[config.mk]
export PLATFORM = sky130hd
export DESIGN_NAME = stereo_peak_rms_meter_core
export DESIGN_NICKNAME = d
export VERILOG_FILES = /design/src/sv/sprm_pkg.sv /design/src/sv/stereo_peak_rms_meter_core.sv /design/src/sv/sprm_datapath.sv /design/src/sv/sprm_ctrl.sv
export SDC_FILE = /design/constraint.sdc
export NUM_CORES = 2
export LEC_CHECK = 0
export ABC_AREA = 1
export BUFFER_PORTS_ARGS = -buffer_cell sky130_fd_sc_hd__buf_2
export CAP_MARGIN = 25
export CORE_MARGIN = 2
export CORE_UTILIZATION = 65
export CTS_CLUSTER_DIAMETER = 40
export CTS_CLUSTER_SIZE = 28
export DETAILED_ROUTE_END_ITERATION = 10
export PLACE_DENSITY = 0.8
export SLEW_MARGIN = 10
export SYNTH_ARGS = -nofsm -noshare
export SYNTH_HDL_FRONTEND = slang
export SYNTH_SLANG_ARGS = --single-unit
[constraint.sdc]
create_clock -name aclk -period 6.5 [get_ports aclk]
set_input_delay 1.3 -clock aclk [delete_from_list [all_inputs] [get_ports aclk]]
set_output_delay 1.3 -clock aclk [all_outputs]
set_load 0.1 [all_outputs]
[src/sv/sprm_pkg.sv]
package sprm_pkg;

    // Fixed widths of the result fields and of the decay register
    localparam int OUT_W   = 16;
    localparam int DECAY_W = 16;

    // Decay after reset, about 0.85 in unsigned Q0.16
    localparam logic [DECAY_W-1:0] DECAY_RESET = 16'd55706;

    // Channel lanes
    localparam int NUM_CH   = 2;
    localparam int CH_LEFT  = 0;
    localparam int CH_RIGHT = 1;

    // Held meters
    localparam int NUM_METERS   = 4;
    localparam int METER_PEAK_L = 0;
    localparam int METER_PEAK_R = 1;
    localparam int METER_RMS_L  = 2;
    localparam int METER_RMS_R  = 3;

    typedef enum logic [2:0] {
        ST_ACCUM,
        ST_DRAIN,
        ST_DIV,
        ST_SQRT_LOAD,
        ST_SQRT,
        ST_MUL,
        ST_UPDATE
    } state_t;

    // Controller to datapath
    typedef struct packed {
        logic accept;
        logic load_div;
        logic div_step;
        logic load_sqrt;
        logic sqrt_step;
        logic mul;
        logic update;
    } cmd_t;

    // Datapath to controller
    typedef struct packed {
        logic pipe_busy;
    } sts_t;

endpackage

[src/sv/stereo_peak_rms_meter_core.sv]
// Stereo peak and RMS meter with per-block decay. Each input transaction carries one
// stereo frame of signed Q1.15 samples; frames are taken one per clock while a block
// accumulates (peak magnitude, sum of squares and frame count per channel, in a
// three-stage magnitude / square / accumulate pipeline). The frame flagged
// last_in_block closes the block: s_ready then stays low while the pipeline drains,
// then a one-bit-per-cycle restoring divider (sum / count) and a two-bits-per-cycle
// square root run, both channels in parallel, then a decay multiply and a compare.
// The compare also waits while a previous result is still waiting on m_ready.
// One result transaction is emitted per block carrying the four held meters, each
// max(block value, floor(held * decay / 65536)). Frames beyond MAX_FRAMES in a block
// are dropped but still close the block when flagged. decay_factor (unsigned Q0.16,
// reset 55706, about 0.85) is written on the cfg channel; the user must write it
// only while the meter is idle; the block itself does not enforce this.
module stereo_peak_rms_meter_core #(
    parameter int SAMPLE_BITS = 16,
    parameter int MAX_FRAMES  = 1024
) (
    input  logic                             aclk,
    input  logic                             aresetn,

    // configuration write channel
    input  logic                             cfg_valid,
    output logic                             cfg_ready,
    input  logic [sprm_pkg::DECAY_W-1:0]     cfg_decay_factor,

    // frame input channel
    input  logic                             s_valid,
    output logic                             s_ready,
    input  logic signed [SAMPLE_BITS-1:0]    s_left_sample,
    input  logic signed [SAMPLE_BITS-1:0]    s_right_sample,
    input  logic                             s_last_in_block,

    // meter result channel
    output logic                             m_valid,
    input  logic                             m_ready,
    output logic [sprm_pkg::OUT_W-1:0]       m_peak_left,
    output logic [sprm_pkg::OUT_W-1:0]       m_peak_right,
    output logic [sprm_pkg::OUT_W-1:0]       m_rms_left,
    output logic [sprm_pkg::OUT_W-1:0]       m_rms_right
);

    // Sum of squares width: one full-scale square per frame of a full block.
    // Capped at 64 bits, where the accumulator saturates.
    localparam int SUM_RAW = $clog2(MAX_FRAMES + 1) + 2 * SAMPLE_BITS - 2;
    localparam int SUM_W   = (SUM_RAW > 64) ? 64 : SUM_RAW;
    // Square root works on bit pairs, so the radicand is padded to even width.
    localparam int SQRT_STEPS = (SUM_W + (SUM_W % 2)) / 2;

    sprm_pkg::cmd_t cmd;
    sprm_pkg::sts_t sts;

    // The decay register takes a write in any cycle.
    assign cfg_ready = 1'b1;

    sprm_ctrl #(
        .DIV_STEPS  (SUM_W),
        .SQRT_STEPS (SQRT_STEPS)
    ) u_ctrl (
        .aclk            (aclk),
        .aresetn         (aresetn),
        .s_valid         (s_valid),
        .s_ready         (s_ready),
        .s_last_in_block (s_last_in_block),
        .m_valid         (m_valid),
        .m_ready         (m_ready),
        .cmd             (cmd),
        .sts             (sts)
    );

    // Held meters double as the output register; they change only when the
    // previous result has gone.
    sprm_datapath #(
        .SAMPLE_BITS (SAMPLE_BITS),
        .MAX_FRAMES  (MAX_FRAMES),
        .SUM_W       (SUM_W)
    ) u_datapath (
        .aclk         (aclk),
        .aresetn      (aresetn),
        .cmd          (cmd),
        .sts          (sts),
        .cfg_wr       (cfg_valid),
        .cfg_data     (cfg_decay_factor),
        .left_sample  (s_left_sample),
        .right_sample (s_right_sample),
        .peak_left    (m_peak_left),
        .peak_right   (m_peak_right),
        .rms_left     (m_rms_left),
        .rms_right    (m_rms_right)
    );

endmodule

[src/sv/sprm_datapath.sv]
module sprm_datapath #(
    parameter int SAMPLE_BITS = 16,
    parameter int MAX_FRAMES  = 1024,
    parameter int SUM_W       = 41
) (
    input  logic                                aclk,
    input  logic                                aresetn,
    input  sprm_pkg::cmd_t                      cmd,
    output sprm_pkg::sts_t                      sts,
    input  logic                                cfg_wr,
    input  logic [sprm_pkg::DECAY_W-1:0]        cfg_data,
    input  logic signed [SAMPLE_BITS-1:0]       left_sample,
    input  logic signed [SAMPLE_BITS-1:0]       right_sample,
    output logic [sprm_pkg::OUT_W-1:0]          peak_left,
    output logic [sprm_pkg::OUT_W-1:0]          peak_right,
    output logic [sprm_pkg::OUT_W-1:0]          rms_left,
    output logic [sprm_pkg::OUT_W-1:0]          rms_right
);
    import sprm_pkg::*;

    localparam int SB     = SAMPLE_BITS;
    localparam int CNT_W  = $clog2(MAX_FRAMES + 1);
    localparam int SQ_W   = 2 * SB - 1;
    localparam int PROD_W = 2 * SB;
    localparam int QW     = SUM_W + (SUM_W % 2);
    localparam int RT_W   = QW / 2;
    localparam int SREM_W = RT_W + 2;
    localparam int HELD_W = (SB > OUT_W) ? SB : OUT_W;
    localparam int MUL_W  = HELD_W + DECAY_W;

    localparam logic [CNT_W-1:0]  CNT_LIMIT = CNT_W'(MAX_FRAMES);
    localparam logic [HELD_W-1:0] MAG_MAX   = HELD_W'(1) << (SB - 1);

    logic [DECAY_W-1:0] decay_reg, decay_next;

    // accumulate pipeline
    logic              take;
    logic [SB-1:0]     raw      [NUM_CH];
    logic [SB-1:0]     mag_in   [NUM_CH];
    logic [SB-1:0]     mag_reg  [NUM_CH];
    logic [SB-1:0]     mag_next [NUM_CH];
    logic              st1_valid_reg, st1_valid_next;
    logic              st2_valid_reg, st2_valid_next;
    logic [PROD_W-1:0] sq_full  [NUM_CH];
    logic [SQ_W-1:0]   sq_reg   [NUM_CH];
    logic [SQ_W-1:0]   sq_next  [NUM_CH];
    logic [SB-1:0]     bmax_reg [NUM_CH];
    logic [SB-1:0]     bmax_next[NUM_CH];
    logic [SUM_W-1:0]  sum_reg  [NUM_CH];
    logic [SUM_W-1:0]  sum_next [NUM_CH];
    logic [SUM_W:0]    sum_add  [NUM_CH];
    logic [CNT_W-1:0]  cnt_reg, cnt_next;

    // restoring divider
    logic [CNT_W-1:0]  den_reg, den_next;
    logic [SUM_W-1:0]  quo_reg  [NUM_CH];
    logic [SUM_W-1:0]  quo_next [NUM_CH];
    logic [CNT_W-1:0]  rem_reg  [NUM_CH];
    logic [CNT_W-1:0]  rem_next [NUM_CH];
    logic [CNT_W:0]    rem_sh   [NUM_CH];
    logic [CNT_W:0]    rem_diff [NUM_CH];
    logic [SB-1:0]     fpk_reg  [NUM_CH];
    logic [SB-1:0]     fpk_next [NUM_CH];

    // digit-by-digit square root, two bits per step
    logic [QW-1:0]     rad_reg  [NUM_CH];
    logic [QW-1:0]     rad_next [NUM_CH];
    logic [RT_W-1:0]   root_reg [NUM_CH];
    logic [RT_W-1:0]   root_next[NUM_CH];
    logic [SREM_W-1:0] srem_reg [NUM_CH];
    logic [SREM_W-1:0] srem_next[NUM_CH];
    logic [SREM_W-1:0] srem_sh  [NUM_CH];
    logic [SREM_W-1:0] trial    [NUM_CH];
    logic [SREM_W-1:0] sdiff    [NUM_CH];

    // decay and hold
    logic [MUL_W-1:0]  dprod_reg [NUM_METERS];
    logic [MUL_W-1:0]  dprod_next[NUM_METERS];
    logic [HELD_W-1:0] held_reg  [NUM_METERS];
    logic [HELD_W-1:0] held_next [NUM_METERS];
    logic [HELD_W-1:0] fresh     [NUM_METERS];
    logic [HELD_W-1:0] decayed   [NUM_METERS];

    assign raw[CH_LEFT]  = $unsigned(left_sample);
    assign raw[CH_RIGHT] = $unsigned(right_sample);
    assign take          = cmd.accept && (cnt_reg < CNT_LIMIT);

    always_comb begin
        for (int c = 0; c < NUM_CH; c++) begin
            mag_in[c]   = raw[c][SB-1] ? (~raw[c] + 1'b1) : raw[c];
            sq_full[c]  = mag_reg[c] * mag_reg[c];
            sum_add[c]  = {1'b0, sum_reg[c]} + (SUM_W + 1)'(sq_reg[c]);
            rem_sh[c]   = {rem_reg[c], quo_reg[c][SUM_W-1]};
            rem_diff[c] = rem_sh[c] - {1'b0, den_reg};
            srem_sh[c]  = {srem_reg[c][RT_W-1:0], rad_reg[c][QW-1 -: 2]};
            trial[c]    = {root_reg[c], 2'b01};
            sdiff[c]    = srem_sh[c] - trial[c];
        end
        fresh[METER_PEAK_L] = HELD_W'(fpk_reg[CH_LEFT]);
        fresh[METER_PEAK_R] = HELD_W'(fpk_reg[CH_RIGHT]);
        fresh[METER_RMS_L]  = HELD_W'(root_reg[CH_LEFT]);
        fresh[METER_RMS_R]  = HELD_W'(root_reg[CH_RIGHT]);
        for (int m = 0; m < NUM_METERS; m++) begin
            decayed[m] = dprod_reg[m][MUL_W-1:DECAY_W];
        end
    end

    always_comb begin
        decay_next     = cfg_wr ? cfg_data : decay_reg;
        st1_valid_next = take;
        st2_valid_next = st1_valid_reg;
        cnt_next       = cnt_reg;
        den_next       = den_reg;
        for (int c = 0; c < NUM_CH; c++) begin
            mag_next[c]  = mag_reg[c];
            sq_next[c]   = sq_reg[c];
            bmax_next[c] = bmax_reg[c];
            sum_next[c]  = sum_reg[c];
            quo_next[c]  = quo_reg[c];
            rem_next[c]  = rem_reg[c];
            fpk_next[c]  = fpk_reg[c];
            rad_next[c]  = rad_reg[c];
            root_next[c] = root_reg[c];
            srem_next[c] = srem_reg[c];
        end
        for (int m = 0; m < NUM_METERS; m++) begin
            dprod_next[m] = dprod_reg[m];
            held_next[m]  = held_reg[m];
        end

        if (take) begin
            cnt_next = cnt_reg + 1'b1;
        end
        for (int c = 0; c < NUM_CH; c++) begin
            if (take) begin
                mag_next[c] = mag_in[c];
            end
            if (st1_valid_reg) begin
                sq_next[c] = sq_full[c][SQ_W-1:0];
                if (mag_reg[c] > bmax_reg[c]) begin
                    bmax_next[c] = mag_reg[c];
                end
            end
            if (st2_valid_reg) begin
                // saturates only when the sum is a full 64 bits wide
                sum_next[c] = sum_add[c][SUM_W] ? '1 : sum_add[c][SUM_W-1:0];
            end
        end

        if (cmd.load_div) begin
            den_next = cnt_reg;
            cnt_next = '0;
            for (int c = 0; c < NUM_CH; c++) begin
                quo_next[c]  = sum_reg[c];
                rem_next[c]  = '0;
                fpk_next[c]  = bmax_reg[c];
                sum_next[c]  = '0;
                bmax_next[c] = '0;
            end
        end

        for (int c = 0; c < NUM_CH; c++) begin
            if (cmd.div_step) begin
                if (!rem_diff[c][CNT_W]) begin
                    rem_next[c] = rem_diff[c][CNT_W-1:0];
                end else begin
                    rem_next[c] = rem_sh[c][CNT_W-1:0];
                end
                quo_next[c] = {quo_reg[c][SUM_W-2:0], ~rem_diff[c][CNT_W]};
            end
            if (cmd.load_sqrt) begin
                // empty block gives zero RMS
                rad_next[c]  = (den_reg == '0) ? '0 : QW'(quo_reg[c]);
                root_next[c] = '0;
                srem_next[c] = '0;
            end
            if (cmd.sqrt_step) begin
                if (srem_sh[c] >= trial[c]) begin
                    srem_next[c] = sdiff[c];
                    root_next[c] = {root_reg[c][RT_W-2:0], 1'b1};
                end else begin
                    srem_next[c] = srem_sh[c];
                    root_next[c] = {root_reg[c][RT_W-2:0], 1'b0};
                end
                rad_next[c] = {rad_reg[c][QW-3:0], 2'b00};
            end
        end

        for (int m = 0; m < NUM_METERS; m++) begin
            if (cmd.mul) begin
                dprod_next[m] = MUL_W'(held_reg[m]) * MUL_W'(decay_reg);
            end
            if (cmd.update) begin
                held_next[m] = (fresh[m] > decayed[m]) ? fresh[m] : decayed[m];
            end
        end
    end

    always_ff @(posedge aclk) begin
        if (!aresetn) begin
            decay_reg     <= DECAY_RESET;
            st1_valid_reg <= 1'b0;
            st2_valid_reg <= 1'b0;
            cnt_reg       <= '0;
            for (int c = 0; c < NUM_CH; c++) begin
                bmax_reg[c] <= '0;
                sum_reg[c]  <= '0;
            end
            for (int m = 0; m < NUM_METERS; m++) begin
                held_reg[m] <= '0;
            end
        end else begin
            decay_reg     <= decay_next;
            st1_valid_reg <= st1_valid_next;
            st2_valid_reg <= st2_valid_next;
            cnt_reg       <= cnt_next;
            for (int c = 0; c < NUM_CH; c++) begin
                bmax_reg[c] <= bmax_next[c];
                sum_reg[c]  <= sum_next[c];
            end
            for (int m = 0; m < NUM_METERS; m++) begin
                held_reg[m] <= held_next[m];
            end
        end
    end

    always_ff @(posedge aclk) begin
        den_reg <= den_next;
        for (int c = 0; c < NUM_CH; c++) begin
            mag_reg[c]  <= mag_next[c];
            sq_reg[c]   <= sq_next[c];
            quo_reg[c]  <= quo_next[c];
            rem_reg[c]  <= rem_next[c];
            fpk_reg[c]  <= fpk_next[c];
            rad_reg[c]  <= rad_next[c];
            root_reg[c] <= root_next[c];
            srem_reg[c] <= srem_next[c];
        end
        for (int m = 0; m < NUM_METERS; m++) begin
            dprod_reg[m] <= dprod_next[m];
        end
    end

    assign sts.pipe_busy = st1_valid_reg || st2_valid_reg;

    assign peak_left  = held_reg[METER_PEAK_L][OUT_W-1:0];
    assign peak_right = held_reg[METER_PEAK_R][OUT_W-1:0];
    assign rms_left   = held_reg[METER_RMS_L][OUT_W-1:0];
    assign rms_right  = held_reg[METER_RMS_R][OUT_W-1:0];

`ifndef ASSERT_OFF
    a_cnt_bound: assert property (@(posedge aclk) disable iff (!aresetn)
        cnt_reg <= CNT_LIMIT)
        else $error("frame count beyond block limit");

    a_pipe_order: assert property (@(posedge aclk) disable iff (!aresetn)
        st2_valid_reg |-> $past(st1_valid_reg))
        else $error("square stage valid without magnitude stage");

    a_held_range: assert property (@(posedge aclk) disable iff (!aresetn)
        cmd.update |=> (held_reg[METER_PEAK_L] <= MAG_MAX) && (held_reg[METER_PEAK_R] <= MAG_MAX)
            && (held_reg[METER_RMS_L] <= MAG_MAX) && (held_reg[METER_RMS_R] <= MAG_MAX))
        else $error("held meter above full scale");
`endif

endmodule

[src/sv/sprm_ctrl.sv]
module sprm_ctrl #(
    parameter int DIV_STEPS  = 41,
    parameter int SQRT_STEPS = 21
) (
    input  logic           aclk,
    input  logic           aresetn,
    input  logic           s_valid,
    output logic           s_ready,
    input  logic           s_last_in_block,
    output logic           m_valid,
    input  logic           m_ready,
    output sprm_pkg::cmd_t cmd,
    input  sprm_pkg::sts_t sts
);
    import sprm_pkg::*;

    localparam int STEP_W = $clog2(DIV_STEPS + 1);
    localparam logic [STEP_W-1:0] DIV_LAST  = STEP_W'(DIV_STEPS - 1);
    localparam logic [STEP_W-1:0] SQRT_LAST = STEP_W'(SQRT_STEPS - 1);

    state_t            state_reg, state_next;
    logic [STEP_W-1:0] step_reg, step_next;
    logic              m_valid_reg, m_valid_next;

    always_ff @(posedge aclk) begin
        if (!aresetn) begin
            state_reg   <= ST_ACCUM;
            step_reg    <= '0;
            m_valid_reg <= 1'b0;
        end else begin
            state_reg   <= state_next;
            step_reg    <= step_next;
            m_valid_reg <= m_valid_next;
        end
    end

    always_comb begin
        state_next   = state_reg;
        step_next    = step_reg;
        m_valid_next = m_valid_reg && !m_ready;
        s_ready      = 1'b0;
        cmd          = '0;
        case (state_reg)
            ST_ACCUM: begin
                s_ready    = 1'b1;
                cmd.accept = s_valid;
                if (s_valid && s_last_in_block) begin
                    state_next = ST_DRAIN;
                end
            end
            ST_DRAIN: begin
                if (!sts.pipe_busy) begin
                    cmd.load_div = 1'b1;
                    step_next    = '0;
                    state_next   = ST_DIV;
                end
            end
            ST_DIV: begin
                cmd.div_step = 1'b1;
                step_next    = step_reg + 1'b1;
                if (step_reg == DIV_LAST) begin
                    state_next = ST_SQRT_LOAD;
                end
            end
            ST_SQRT_LOAD: begin
                cmd.load_sqrt = 1'b1;
                step_next     = '0;
                state_next    = ST_SQRT;
            end
            ST_SQRT: begin
                cmd.sqrt_step = 1'b1;
                step_next     = step_reg + 1'b1;
                if (step_reg == SQRT_LAST) begin
                    state_next = ST_MUL;
                end
            end
            ST_MUL: begin
                cmd.mul    = 1'b1;
                state_next = ST_UPDATE;
            end
            ST_UPDATE: begin
                // held meters are the output register: wait until it is free
                if (!m_valid_reg || m_ready) begin
                    cmd.update   = 1'b1;
                    m_valid_next = 1'b1;
                    state_next   = ST_ACCUM;
                end
            end
            default: begin
                state_next = ST_ACCUM;
            end
        endcase
    end

    assign m_valid = m_valid_reg;

`ifndef ASSERT_OFF
    a_update_free: assert property (@(posedge aclk) disable iff (!aresetn)
        cmd.update |-> (!m_valid_reg || m_ready))
        else $error("meters overwritten while result pending");

    a_result_source: assert property (@(posedge aclk) disable iff (!aresetn)
        $rose(m_valid_reg) |-> ($past(state_reg) == ST_UPDATE))
        else $error("result raised outside meter update");

    a_drain_done: assert property (@(posedge aclk) disable iff (!aresetn)
        cmd.load_div |-> !sts.pipe_busy)
        else $error("divider loaded before accumulation drained");
`endif

endmodule
==> results_dict.tcl <==
set metrics [dict create \
    outcome "finished clean" \
    grt_pass1_wl_mm 380 \
    crit_path_start_kind "register" \
    start_util_pct 65.6 \
    pwr_density_cell_nw_per_um2 535 \
    startpoint "u_datapath.held_reg[1][8]" \
    clock_skew_ns 0.0604 \
    antenna_found_initial 2 \
    synth_area_sq_um 87700 \
    wire_per_inst_um 17.6 \
    place_ws_ns 0.400 \
    yosysSeqAreaShare_pct 21.0 \
    drt.antenna.violating_nets 0 \
    r2r_cells 21 \
    max_stage_delay_ns 0.82 \
    finalCriticalPeriod_ns 6.27 \
    setup_ws_ns 0.233 \
    p_leak_uw 0.0514 \
    grt_pass1_vias 75100 \
    arrival_ns 6.76 \
    synthSimpleGateAreaFrac_pct 19.4 \
    first_pass_iters 6 \
    fmax_mhz 160 \
    remaining_drc_errors 0 \
    ys_warn_count 0 \
    die_w_um 371 \
    tritoncts "done" \
    grt_start_max_net_pins 97 \
    largest_register_ffs 84 \
    r2r_start "u_datapath.held_reg[1][8]" \
    globalRouteOverflowTotal 0 \
    synthFlopType "edfxtp_1" \
    tightest_slew_ns 1.04 \
    endpoint "u_datapath.dprod_reg[1][30]" \
    row_count 134 \
    setup_viol 0 \
    vias 72700 \
    ys_types 57 \
    syn_inst 11300 \
    cp_common_cell "fa_1" \
    cp_cell_sequence "buf_4 > nand2_1 > inv_1 > fa_1 > inv_1 > fa_1 > fa_1 > inv_1 > fa_1 > fa_1 > inv_1 > fa_1 > inv_1 > ha_1 > a21oi_1 > a21boi_0 > o21ai_0 > o21ai_0 > nand2_1 > nand2_1 > nand2_1" \
    worstPathRequired_ns 6.99 \
    holdPathStages 0 \
    synth.largest_area_cell "fa_1" \
    rsz0062_at_grt "no" \
    syn_nets 13200 \
    vias_per_cell 5.54 \
    cp-end-kind "register" \
    clk_pin_slew_ns 0.07 \
    peakVddDrop_uv 1420 \
    syn_area_per_cell_sq_um 7.79 \
    slew_headroom_pct 30.4 \
    cts_made_buffers 115 \
    setup_tns_ns 0 \
    p_total_uw 50600 \
    nNetsFinal 13200 \
    clock_sinks 688 \
    drive_above_1_share_pct 5.47 \
    async_flop_share_pct 0 \
    synthXorXnorAreaFrac_pct 2.33 \
    place.port_buffers 119 \
    ys_seq_elements 688 \
    finalMaxSlewViolations 0 \
    insertion_delay_ns 0.76 \
    ys_top_cells_by_area "fa_1, edfxtp_1, nand2_1" \
    totalWireLength_mm 231 \
    dp_cells 12900 \
    die_area_sq_um 138000 \
    muxShareOfSynthArea_pct 0 \
    synth_top_family_by_area "adder cells" \
    drt_iter0_drc 5506 \
    hold_violations 0 \
    grt_use_total_pct 34.3 \
    die_h_um 371 \
    gp_congestion 0.963 \
    synth_compound_area_share_pct 6.94 \
    htreeDepth 3 \
    area_growth_pct 7.85 \
    cap_violations 0 \
    synth-edff-count 467 \
    io_pins 121 \
    rr_endpoint "u_datapath.dprod_reg[1][30]" \
    core-area_sq_um 134000 \
    worstHoldStart "u_datapath.bmax_reg[0][21]" \
    crit_path_top_delay_cell "dfxtp_1" \
    synthAdderAreaFrac_pct 36.8 \
    antenna_cells 0 \
    clockRootBuffer "clkbuf_16" \
    r2r_setup_slack_ns 0.23 \
    period_share_pct 96.4 \
    place_hpwl_mm 178 \
    max-clock-path-buffers 3 \
    hold_class "register to register" \
    stdcell_count 13100 \
    crit_path_max_fanout 9 \
    crit_type "register to register" \
    synth_top_area_share_pct 25.1 \
]
worst max-delay path, delay by kind of cell (launching register included):
family,cells,cell delay [ns]
compound gates,4,1.19
buf+inv,6,0.60
fa+ha+maj,7,3.12
flops,1,0.82
simple gates,4,0.27
per-layer routing:
metal	share of wire, %	vias to the layer above	GRT usage [%]
met1	42	35100	45.7
met3	7.8	564	5.80
met4	4.0	2	12.3
met5	0.0052	-	0
li1	-	34200	-
met2	47	2740	56.7
layout make-up:
class / instances / area [sq um]
clock inverter: 97 / 1130
multi-input combinational: 7464 / 57500
fill: 10600 / 39200
timing repair buffer: 307 / 2280
tap: 1768 / 2210
clock buffer: 122 / 2970
inverter: 2677 / 10100
sequential: 688 / 18500
where the power goes:
part	switching, uW	internal [uW]	total (uW)	leakage, uW
combinational	23100	13500	36600	0.0431
clock	2700	3700	6390	0.00199
sequential	498	7160	7650	0.00630
per-stage QoR:
step | hold slack [ns] | instance area [sq um] | utilization, %
3_3_place_gp | 0.415 | 90400 | 67.6
2_1_floorplan | 0.408 | 87700 | -
4_1_cts | 0.430 | 94500 | 70.6
6_report | 0.430 | 94600 | 70.7
3_5_place_dp | 0.414 | 90400 | 67.6
5_1_grt | 0.449 | 94600 | 70.7
cell usage in the layout (no fill, tap or decap), types with 119 or more instances in the layout:
cell type	netlist	final
dfxtp_1	221	203
buf_2	45	119
nor2_1	767	766
buf_4	4	168
xor2_1	142	142
a21oi_1	476	476
nand3_1	370	370
inv_1	2665	2664
nand2_1	2859	2859
edfxtp_1	467	467
ha_1	827	827
o21ai_0	333	333
fa_1	1098	1098
repair_timing:
item	in CTS	in global routing
gates resized for setup	0	0
setup buffers	0	6
hold buffers	0	0
setup endpoints to repair	0	2
logic make-up (layout without fill, tap and decap cells):
kind of cell,after synthesis,in the layout
simple gates,4248,4248
buf+inv,3115,3203
fa+ha+maj,1925,1925
compound gates,1057,1057
flops,688,688
xor+xnor,233,233
other cells,1,1
cell usage after synthesis (all sizes together) (6+ instances only):
cell type / instances
o21bai: 35
edfxtp: 467
dfxtp: 221
nor2: 798
o21ai: 341
a31oi: 31
a21boi: 8
fa: 1098
buf: 108
o31ai: 6
nand3: 374
nor3: 93
inv: 2677
a211oi: 12
xnor2: 91
o211ai: 11
or2: 8
a32o: 74
o21a: 27
nand3b: 19
a21o: 22
nand2: 2874
xor2: 142
nor4: 23
a21oi: 476
nand4: 51
clkbuf: 330
ha: 827
how the worst min path moves through the flow:
stage	endpoint
6_report	u_datapath.fpk_reg[0][21]
2_1_floorplan	u_datapath.den_reg[10]
3_3_place_gp	u_datapath.fpk_reg[0][18]
3_5_place_dp	u_datapath.fpk_reg[0][21]
4_1_cts	u_datapath.fpk_reg[0][21]
5_1_grt	u_datapath.den_reg[9]
(Power assumes the default switching activity.)
